<file path="src/design/sitrt_pkg.sv">
`timescale 1ns / 1ps
// Shared constants, types and codes for the signed integer to radix text block.
package sitrt_pkg;

  localparam int MaxSymbols = 64;
  localparam int WordCount  = 8;
  localparam int CfgIdxW    = 8;
  localparam int CfgDataW   = 64;
  localparam int SymbolW    = 8;
  localparam int ValueW     = 32;
  localparam int WordIdxW   = $clog2(WordCount);
  localparam int ByteIdxW   = $clog2(WordCount * 8);
  localparam int RadixW     = $clog2(MaxSymbols + 1);
  localparam int PartW      = RadixW + 1;
  localparam int DigIdxW    = $clog2(ValueW);
  localparam int DigitCntW  = $clog2(ValueW + 1);
  localparam int StepCntW   = $clog2(ValueW);

  localparam logic [SymbolW-1:0] ChSpace = 8'd32;
  localparam logic [SymbolW-1:0] ChPlus  = 8'd43;
  localparam logic [SymbolW-1:0] ChMinus = 8'd45;
  localparam logic [SymbolW-1:0] ChDel   = 8'd127;

  typedef enum logic [2:0] {
    ST_IDLE,
    ST_SCAN,
    ST_RECIP_GO,
    ST_RECIP_WAIT,
    ST_DIV_GO,
    ST_DIV_WAIT,
    ST_SIGN,
    ST_EMIT
  } state_t;

  typedef enum logic {
    OP_RECIP,
    OP_DIGIT
  } div_op_t;

  typedef struct packed {
    logic    start;
    div_op_t op;
  } div_req_t;

  typedef struct packed {
    logic busy;
    logic done;
  } div_stat_t;

endpackage

</file>
<file path="src/design/sitrt_alpha.sv">
`timescale 1ns / 1ps
// Alphabet register file with a single byte read port.
module sitrt_alpha import sitrt_pkg::*; (
  input  logic                clk,
  input  logic                rst,
  input  logic                cfg_write,
  input  logic [CfgIdxW-1:0]  cfg_index,
  input  logic [CfgDataW-1:0] cfg_data,
  input  logic [ByteIdxW-1:0] rd_index,
  output logic [SymbolW-1:0]  rd_byte,
  output logic                cfg_hit
);

  logic [CfgDataW-1:0] words [WordCount];
  logic [WordIdxW-1:0] rd_word;
  logic [2:0]          rd_lane;

  assign cfg_hit = cfg_write && (cfg_index < CfgIdxW'(WordCount));
  assign rd_word = rd_index[ByteIdxW-1:3];
  assign rd_lane = rd_index[2:0];
  assign rd_byte = words[rd_word][rd_lane*8 +: 8];

  always_ff @(posedge clk) begin
    if (rst) begin
      for (int i = 0; i < WordCount; i++) begin
        words[i] <= '0;
      end
    end else if (cfg_hit) begin
      words[cfg_index[WordIdxW-1:0]] <= cfg_data;
    end
  end

endmodule

</file>
<file path="src/design/sitrt_divu.sv">
`timescale 1ns / 1ps
// Shared divide unit: bit-serial reciprocal of the radix, then digit steps (multiply, estimate, correct).
module sitrt_divu import sitrt_pkg::*; (
  input  logic                clk,
  input  logic                rst,
  input  div_req_t            req,
  input  logic [RadixW-1:0]   radix,
  input  logic [ValueW-1:0]   mag,
  output div_stat_t           stat,
  output logic [ValueW-1:0]   quot,
  output logic [ByteIdxW-1:0] rem
);

  logic                        busy;
  logic                        done;
  div_op_t                     op;
  logic [StepCntW-1:0]         cnt;
  logic [ValueW-1:0]           dvd;
  logic [ValueW-1:0]           quo;
  logic [ValueW-1:0]           recip;
  logic [2*ValueW-1:0]         prod;
  logic [PartW-1:0]            part;
  logic [PartW-1:0]            shifted;
  logic                        fits;
  logic [ValueW-1:0]           qest;
  logic [ValueW+RadixW-1:0]    qr_full;
  logic [ValueW-1:0]           diff;

  assign shifted = {part[PartW-2:0], dvd[ValueW-1]};
  assign fits    = shifted >= PartW'(radix);
  assign qest    = prod[2*ValueW-1:ValueW];
  assign qr_full = qest * radix;
  assign diff    = dvd - qr_full[ValueW-1:0];

  assign stat.busy = busy;
  assign stat.done = done;
  assign quot      = quo;
  assign rem       = ByteIdxW'(part);

  always_ff @(posedge clk) begin
    if (rst) begin
      busy <= 1'b0;
      done <= 1'b0;
      cnt  <= '0;
    end else begin
      done <= 1'b0;
      if (req.start && !busy) begin
        busy <= 1'b1;
        op   <= req.op;
        cnt  <= '0;
        dvd  <= (req.op == OP_RECIP) ? '1 : mag;
        part <= '0;
      end else if (busy) begin
        cnt <= cnt + 1'b1;
        unique case (op)
          OP_RECIP: begin
            part <= fits ? shifted - PartW'(radix) : shifted;
            quo  <= {quo[ValueW-2:0], fits};
            dvd  <= dvd << 1;
            if (cnt == StepCntW'(ValueW - 1)) begin
              recip <= {quo[ValueW-2:0], fits};
              busy  <= 1'b0;
              done  <= 1'b1;
            end
          end
          OP_DIGIT: begin
            case (cnt)
              StepCntW'(0): prod <= dvd * recip;
              StepCntW'(1): begin
                quo  <= qest;
                part <= PartW'(diff);
              end
              default: begin
                // estimate is at most one low
                if (part >= PartW'(radix)) begin
                  quo  <= quo + 1'b1;
                  part <= part - PartW'(radix);
                end
                busy <= 1'b0;
                done <= 1'b1;
              end
            endcase
          end
          default: busy <= 1'b0;
        endcase
      end
    end
  end

endmodule

</file>
<file path="src/design/sitrt_ctrl.sv">
`timescale 1ns / 1ps
// Sequencer: alphabet check, digit loop, digit stack and output register.
module sitrt_ctrl import sitrt_pkg::*; (
  input  logic                clk,
  input  logic                rst,
  input  logic                in_valid,
  output logic                in_stall,
  input  logic [ValueW-1:0]   value,
  output logic                out_valid,
  input  logic                out_stall,
  output logic [SymbolW-1:0]  symbol,
  output logic                last,
  input  logic                cfg_hit,
  output logic [ByteIdxW-1:0] rd_index,
  input  logic [SymbolW-1:0]  rd_byte,
  output div_req_t            div_req,
  output logic [RadixW-1:0]   div_radix,
  output logic [ValueW-1:0]   div_mag,
  input  div_stat_t           div_stat,
  input  logic [ValueW-1:0]   div_quot,
  input  logic [ByteIdxW-1:0] div_rem
);

  state_t               state;
  state_t               state_next;
  logic                 stale;
  logic                 radix_ok;
  logic [RadixW-1:0]    radix;
  logic [RadixW-1:0]    idx;
  logic [127:0]         seen;
  logic                 neg;
  logic [ValueW-1:0]    mag;
  logic [ByteIdxW-1:0]  digits [ValueW];
  logic [DigitCntW-1:0] nd;
  logic [DigitCntW-1:0] top;
  logic                 accept;
  logic                 scan_end;
  logic                 byte_bad;
  logic                 div_more;
  logic                 out_free;
  logic                 out_load;

  assign accept   = in_valid && !in_stall;
  assign out_free = !out_valid || !out_stall;
  assign top      = nd - 1'b1;
  assign scan_end = (idx == RadixW'(MaxSymbols)) || (rd_byte == '0);
  assign byte_bad = (rd_byte <= ChSpace) || rd_byte[SymbolW-1] || (rd_byte == ChPlus) ||
                    (rd_byte == ChMinus) || (rd_byte == ChDel) || seen[rd_byte[6:0]];
  assign div_more = (div_quot != '0) && (nd != DigitCntW'(ValueW - 1));
  assign div_radix = radix;

  always_comb begin
    state_next = state;
    unique case (state)
      ST_IDLE: begin
        if (accept) begin
          if (stale) state_next = ST_SCAN;
          else if (radix_ok) state_next = ST_DIV_GO;
        end
      end
      ST_SCAN: begin
        if (scan_end) state_next = (idx < RadixW'(2)) ? ST_IDLE : ST_RECIP_GO;
        else if (byte_bad) state_next = ST_IDLE;
      end
      ST_RECIP_GO:   state_next = ST_RECIP_WAIT;
      ST_RECIP_WAIT: if (div_stat.done) state_next = ST_DIV_GO;
      ST_DIV_GO:     state_next = ST_DIV_WAIT;
      ST_DIV_WAIT:   if (div_stat.done && !div_more) state_next = ST_SIGN;
      ST_SIGN:       if (!neg || out_free) state_next = ST_EMIT;
      ST_EMIT:       if (out_free && nd == DigitCntW'(1)) state_next = ST_IDLE;
      default:       state_next = ST_IDLE;
    endcase
  end

  always_comb begin
    in_stall      = state != ST_IDLE;
    div_req.start = (state == ST_RECIP_GO) || (state == ST_DIV_GO) ||
                    (state == ST_DIV_WAIT && div_stat.done && div_more);
    div_req.op    = (state == ST_RECIP_GO) ? OP_RECIP : OP_DIGIT;
    div_mag       = (state == ST_DIV_WAIT) ? div_quot : mag;
    rd_index      = (state == ST_EMIT) ? digits[top[DigIdxW-1:0]] : ByteIdxW'(idx);
    out_load      = ((state == ST_SIGN) && neg && out_free) || ((state == ST_EMIT) && out_free);
  end

  always_ff @(posedge clk) begin
    if (rst) begin
      state     <= ST_IDLE;
      stale     <= 1'b1;
      radix_ok  <= 1'b0;
      nd        <= '0;
      out_valid <= 1'b0;
    end else begin
      state <= state_next;
      if (cfg_hit) stale <= 1'b1;

      if (accept) begin
        neg  <= value[ValueW-1];
        mag  <= value[ValueW-1] ? ValueW'(0) - value : value;
        nd   <= '0;
        idx  <= '0;
        seen <= '0;
      end

      if (state == ST_SCAN) begin
        if (scan_end || byte_bad) begin
          stale    <= 1'b0;
          radix_ok <= 1'b0;
          radix    <= idx;
        end else begin
          seen[rd_byte[6:0]] <= 1'b1;
          idx <= idx + 1'b1;
        end
      end

      if (state == ST_RECIP_WAIT && div_stat.done) radix_ok <= 1'b1;

      if (state == ST_DIV_WAIT && div_stat.done) begin
        digits[nd[DigIdxW-1:0]] <= div_rem;
        nd <= nd + 1'b1;
      end

      if (state == ST_EMIT && out_free) nd <= top;

      if (out_load) begin
        out_valid <= 1'b1;
        symbol    <= (state == ST_SIGN) ? ChMinus : rd_byte;
        last      <= (state == ST_EMIT) && (nd == DigitCntW'(1));
      end else if (!out_stall) begin
        out_valid <= 1'b0;
      end
    end
  end

`ifndef NO_ASSERTIONS
  a_nd_bound: assert property (@(posedge clk) disable iff (rst)
    nd <= DigitCntW'(ValueW))
    else $error("digit count overflow");

  a_done_waited: assert property (@(posedge clk) disable iff (rst)
    div_stat.done |-> (state == ST_RECIP_WAIT || state == ST_DIV_WAIT))
    else $error("divider result not expected");

  a_emit_nonempty: assert property (@(posedge clk) disable iff (rst)
    (state == ST_EMIT) |-> (nd != '0))
    else $error("emit with empty digit stack");

  a_radix_min: assert property (@(posedge clk) disable iff (rst)
    (radix_ok && !stale) |-> (radix >= RadixW'(2)))
    else $error("radix below two marked valid");

  a_last_idle: assert property (@(posedge clk) disable iff (rst)
    (state == ST_EMIT && out_free && nd == DigitCntW'(1)) |=> (state == ST_IDLE && last))
    else $error("final transfer not followed by idle");
`endif

endmodule

</file>
<file path="src/design/signed_int_to_radix_text.sv">
`timescale 1ns / 1ps
// Per item: the digits come from a shared reciprocal-multiply divider, then are sent out from a stack;
// a minus sign is loaded in the sign state before the digits, and the idle state then takes the next transfer.
// One item at a time; in_stall is high from the transfer in until the last character is loaded.
// After reset or an alphabet write, the next item first runs a check of the alphabet
// (one alphabet byte a cycle) and, for a valid alphabet, a bit-serial radix reciprocal.
// Synchronous active-high reset clears the alphabet; an empty alphabet emits nothing.
module signed_int_to_radix_text import sitrt_pkg::*; (
  input  logic                clk,
  input  logic                rst,
  input  logic                cfg_write,
  input  logic [CfgIdxW-1:0]  cfg_index,
  input  logic [CfgDataW-1:0] cfg_data,
  input  logic                in_valid,
  output logic                in_stall,
  input  logic [ValueW-1:0]   value,
  output logic                out_valid,
  input  logic                out_stall,
  output logic [SymbolW-1:0]  symbol,
  output logic                last
);

  logic [ByteIdxW-1:0] rd_index;
  logic [SymbolW-1:0]  rd_byte;
  logic                cfg_hit;
  div_req_t            div_req;
  div_stat_t           div_stat;
  logic [RadixW-1:0]   div_radix;
  logic [ValueW-1:0]   div_mag;
  logic [ValueW-1:0]   div_quot;
  logic [ByteIdxW-1:0] div_rem;

  sitrt_alpha u_alpha (
    .clk       (clk),
    .rst       (rst),
    .cfg_write (cfg_write),
    .cfg_index (cfg_index),
    .cfg_data  (cfg_data),
    .rd_index  (rd_index),
    .rd_byte   (rd_byte),
    .cfg_hit   (cfg_hit)
  );

  sitrt_divu u_divu (
    .clk   (clk),
    .rst   (rst),
    .req   (div_req),
    .radix (div_radix),
    .mag   (div_mag),
    .stat  (div_stat),
    .quot  (div_quot),
    .rem   (div_rem)
  );

  sitrt_ctrl u_ctrl (
    .clk       (clk),
    .rst       (rst),
    .in_valid  (in_valid),
    .in_stall  (in_stall),
    .value     (value),
    .out_valid (out_valid),
    .out_stall (out_stall),
    .symbol    (symbol),
    .last      (last),
    .cfg_hit   (cfg_hit),
    .rd_index  (rd_index),
    .rd_byte   (rd_byte),
    .div_req   (div_req),
    .div_radix (div_radix),
    .div_mag   (div_mag),
    .div_stat  (div_stat),
    .div_quot  (div_quot),
    .div_rem   (div_rem)
  );

endmodule
</file>
<file path="config.mk">
export PLATFORM = sky130hd
export DESIGN_NAME = signed_int_to_radix_text
export DESIGN_NICKNAME = d
export VERILOG_FILES = /design/src/design/sitrt_pkg.sv /design/src/design/sitrt_alpha.sv /design/src/design/sitrt_divu.sv /design/src/design/sitrt_ctrl.sv /design/src/design/signed_int_to_radix_text.sv
export SDC_FILE = /design/constraint.sdc
export NUM_CORES = 2
export LEC_CHECK = 0
export ABC_AREA = 1
export BUFFER_PORTS_ARGS = -buffer_cell sky130_fd_sc_hd__buf_2
export CORE_MARGIN = 2
export CORE_UTILIZATION = 60
export DETAILED_ROUTE_END_ITERATION = 8
export GPL_TIMING_DRIVEN = 0
export PLACE_DENSITY_LB_ADDON = 0.25
export SLEW_MARGIN = 25
export SYNTH_ARGS = -nofsm -noshare
export SYNTH_HDL_FRONTEND = slang
export SYNTH_SLANG_ARGS = --single-unit
</file>
<file path="constraint.sdc">
create_clock -name clk -period 16.9 [get_ports clk]
set_input_delay 3.38 -clock clk [delete_from_list [all_inputs] [get_ports clk]]
set_output_delay 3.38 -clock clk [all_outputs]
set_load 0.02 [all_outputs]
</file>
==> summary.txt <==
Outcome
  • Status: complete, no violations

Timing
  • RSZ-0062 raised after global routing: no
  • Hold Fails Final Rpt: 0
  • Worst slew pin tran: approximately 1.3 ns
  • Clock Skews: 0.0881 ns
  • Setup Viol. Count Final: 0
  • Max_slew headroom: roughly 17%
  • Total negative setup slack: 0 ns
  • Fin. max-slew vios: 0
  • Post-layout min period: between 10 and 15 ns
  • Max Fclk: a little under 0.1 GHz
  • Period utilization: just under 60%

Synth
  • Syn avg cell area: 9.02 sq um
  • Synthesis Warnings: 0
  • Async SR Flop Fraction: 0%
  • Top-count cell post-synth: nand2_1
  • Cell taking the most area after synthesis: edfxtp_1
  • Synthesis-stage register bit count: ~1000
  • Synth Net Count: roughly 10000
  • Distinct cells, synth: just over 60
  • Post-Synthesis Cells: between 9000 and 10000
  • Post-synth top cells: nand2_1 (1993), inv_1 (1940), edfxtp_1 (993)
  • Register area share after synthesis: around 37%
  • Yosys top cell area share: 36.3%
  • Top cells by area, synth: edfxtp_1 (36%), fa_1 (22%), nand2_1 (9.1%), inv_1 (8.9%), ha_1 (4.6%)
  • Post-synth EDFFs: between 900 and 1000
  • Mapped Area: ~80000 sq um
  • Ys flop type: edfxtp_1

Clock network
  • CTS Hold Bufs: 0
  • Num CTS Buffers: just under 100
  • CTS tree: done
  • Worst-Skew Late Latency: approximately 0.75 ns
  • Clock buffer depth: 3
  • Clock-pin slew on the worst setup and hold paths: around 0.060 ns
  • Postcts setup bufs: 0
  • H-Tree Depth: 3
  • Root Driver: clkbuf_16
  • Cts repair resizes: 0
  • Clk sinks: 1012

Detailed routing
  • Wire length per cell: between 20 and 30 um
  • Routed vias/inst: 6.03
  • Post-DRT Antenna Nets: 0
  • Drt first-iter violations: roughly 9300
  • Vias: 67658
  • Drt pass-1 iters: 9
  • Drt total wl: 293 mm
  • DRC violations left: 0

Hold path
  • Hold endpoint: u_ctrl.radix_ok
  • Worst Hold Class: register to register
  • Hold depth: 2
  • Hold_sp: u_ctrl.radix_ok

Floorplan
  • Die H: 374 um
  • Placement row count: 135
  • Placeable Area: 136000 sq um
  • Die Area: 140000 sq um
  • I/O pin cnt: 120
  • DIE WIDTH: 374 um
  • Starting Density: slightly above 60%

Cells and area
  • Post-Layout Cell Count: 11214
  • Util after Layout: approximately two thirds
  • Final Net Count: about 11000
  • Area growth syn-to-layout: 8.39%
  • Layout cell share with drive strength beyond 1: just under 6%

Setup path
  • Critical Path Sink Type: register
  • Worst Path Arrival: between 10 and 15 ns
  • Flop-to-flop setup slack: slightly below 7 ns
  • Startpoint type of the worst setup path: register
  • Worst-path maximum fanout: 10
  • Crit-path max cell delay: roughly 0.81 ns
  • Worst R2R End: u_divu.prod[62]
  • Worst r2r src: u_divu.dvd[7]
  • Setup CP Type: register to register
  • Cell repeated most along the worst path: fa_1
  • Critical path data required time: 17.34 ns
  • CP max-delay cell: clkbuf_1
  • FF-to-FF path depth: 31

Global routing
  • GRT Overall Usage: ~42%
  • Number of global-route vias before repair: 67248
  • Initial antenna violation count: 5
  • Grt ovf: 0
  • First-pass GRT wire length: around 430 mm
  • Pin count of the biggest net entering global routing: 42

Placed design
  • Port Buf Inserts: between 100 and 150
  • DPL Wire Length: ~220 mm
  • Cells after DPL: 11025
  • Gpl congestion: 1.08

Run
  • MaxCap Viol Count: 0
[flip-flops by register name (all words and copies together), names as in the netlist]
register	count
u_divu.op	1
u_ctrl.stale	1
u_ctrl.symbol	8
u_ctrl.radix_ok	1
u_ctrl.out_valid	1
u_divu.busy	1
u_divu.done	1
u_ctrl.last	1
u_divu.recip	32
u_divu.cnt	5
u_divu.dvd	32
u_ctrl.state	3
u_divu.part	8
u_ctrl.seen	96
u_divu.quot	32
u_ctrl.idx	7
u_divu.prod	32
u_ctrl.mag	32
u_ctrl.neg	1
u_ctrl.div_radix	7
u_ctrl.nd	6
u_alpha.words	512
u_ctrl.digits	192
[per-stage QoR]
| stage | hold slack, ns | cell area, sq um | setup WS [ns] |
|---|---|---|---|
| after floorplan | 0.424 | 82100 | 7.20 |
| after global placement | 0.441 | 84900 | 2.15 |
| after detailed placement | 0.458 | 85600 | 7.04 |
| after CTS | 0.468 | 88900 | 7.03 |
| after global routing | 0.506 | 88900 | 6.50 |
| final | 0.474 | 88900 | 6.84 |
[placed cells by master, fill, tap and decap left out, types with 13 or more instances in the layout]
cell type,synthesis,final
nor3_1,23,23
o211ai_1,175,175
buf_1,13,13
buf_4,36,36
a21oi_1,158,157
o21ai_1,83,83
a41oi_1,30,30
nand3b_1,70,70
or2_1,16,16
dfxtp_1,19,19
edfxtp_1,993,993
or2_0,14,14
clkinv_1,1,28
nand4_1,28,28
clkinv_2,0,19
clkbuf_16,0,99
xnor2_1,35,35
fa_1,915,915
nand2_1,1993,1985
a31oi_1,18,18
or2_2,17,17
clkbuf_1,359,332
inv_1,1940,1940
nand3_1,422,422
buf_2,84,204
xor2_1,77,77
a22oi_1,13,13
nor2_1,838,833
o22ai_1,43,43
ha_1,304,304
nand2_2,13,13
o21ai_0,249,249
inv_2,20,20
buf_6,17,19
clkbuf_2,1,40
[worst max-delay path by stage]
stage              startpoint  slack, ns                    to  cells past startpoint
2_1_floorplan             rst       7.20   u_alpha.words[0][0]                      3
3_3_place_gp              rst       2.15  u_alpha.words[0][12]                      4
3_5_place_dp   u_divu.dvd[10]       7.04       u_divu.prod[62]                     31
4_1_cts        u_divu.dvd[10]       7.03       u_divu.prod[62]                     31
5_1_grt         u_divu.dvd[8]       6.50       u_divu.prod[62]                     31
6_report        u_divu.dvd[7]       6.84       u_divu.prod[62]                     31
[kinds of logic (layout without fill, tap and decap cells)]
group | Yosys count | count (layout) | synth area share [%]
compound gates | 822 | 822 | 6.04
xor+xnor | 112 | 112 | 1.20
fa+ha+maj | 1219 | 1219 | 27.0
buf+inv | 2472 | 2803 | 11.8
flops | 1012 | 1012 | 36.8
other cells | 0 | 3 | 0
simple gates | 3462 | 3462 | 17.2
[layer usage]
layer	global-route usage [%]	routed length [um]	vias up	share of wire, %
met1	52.3	99600	32595	34
met2	64.1	129000	5152	44
met4	28.7	24500	6	8.3
li1	-	-	28677	-
met5	0	37	-	0.013
met3	11.6	40300	1228	14
[area by class of cell]
type / count / area [sq um]
antenna: 3 / 7.51
buffer: 510 / 2340
clock buffer: 114 / 2550
clock inverter: 70 / 753
fill: 11185 / 46700
inverter: 1962 / 7370
multi-input combinational: 5615 / 42300
sequential: 1012 / 30200
tap: 1781 / 2230
timing repair buffer: 147 / 1170
[critical path: cells and delay by family, from the launching register on]
kind / cells / cell delay, ns
compound gates: 10 / 3.16
xor+xnor: 1 / 0.09
fa+ha+maj: 9 / 4.14
buf+inv: 9 / 1.83
flops: 1 / 0.32
simple gates: 2 / 0.24
Power is not shown: default switching activity piles up to over one toggle a cycle in this logic, so the estimate is an artifact.
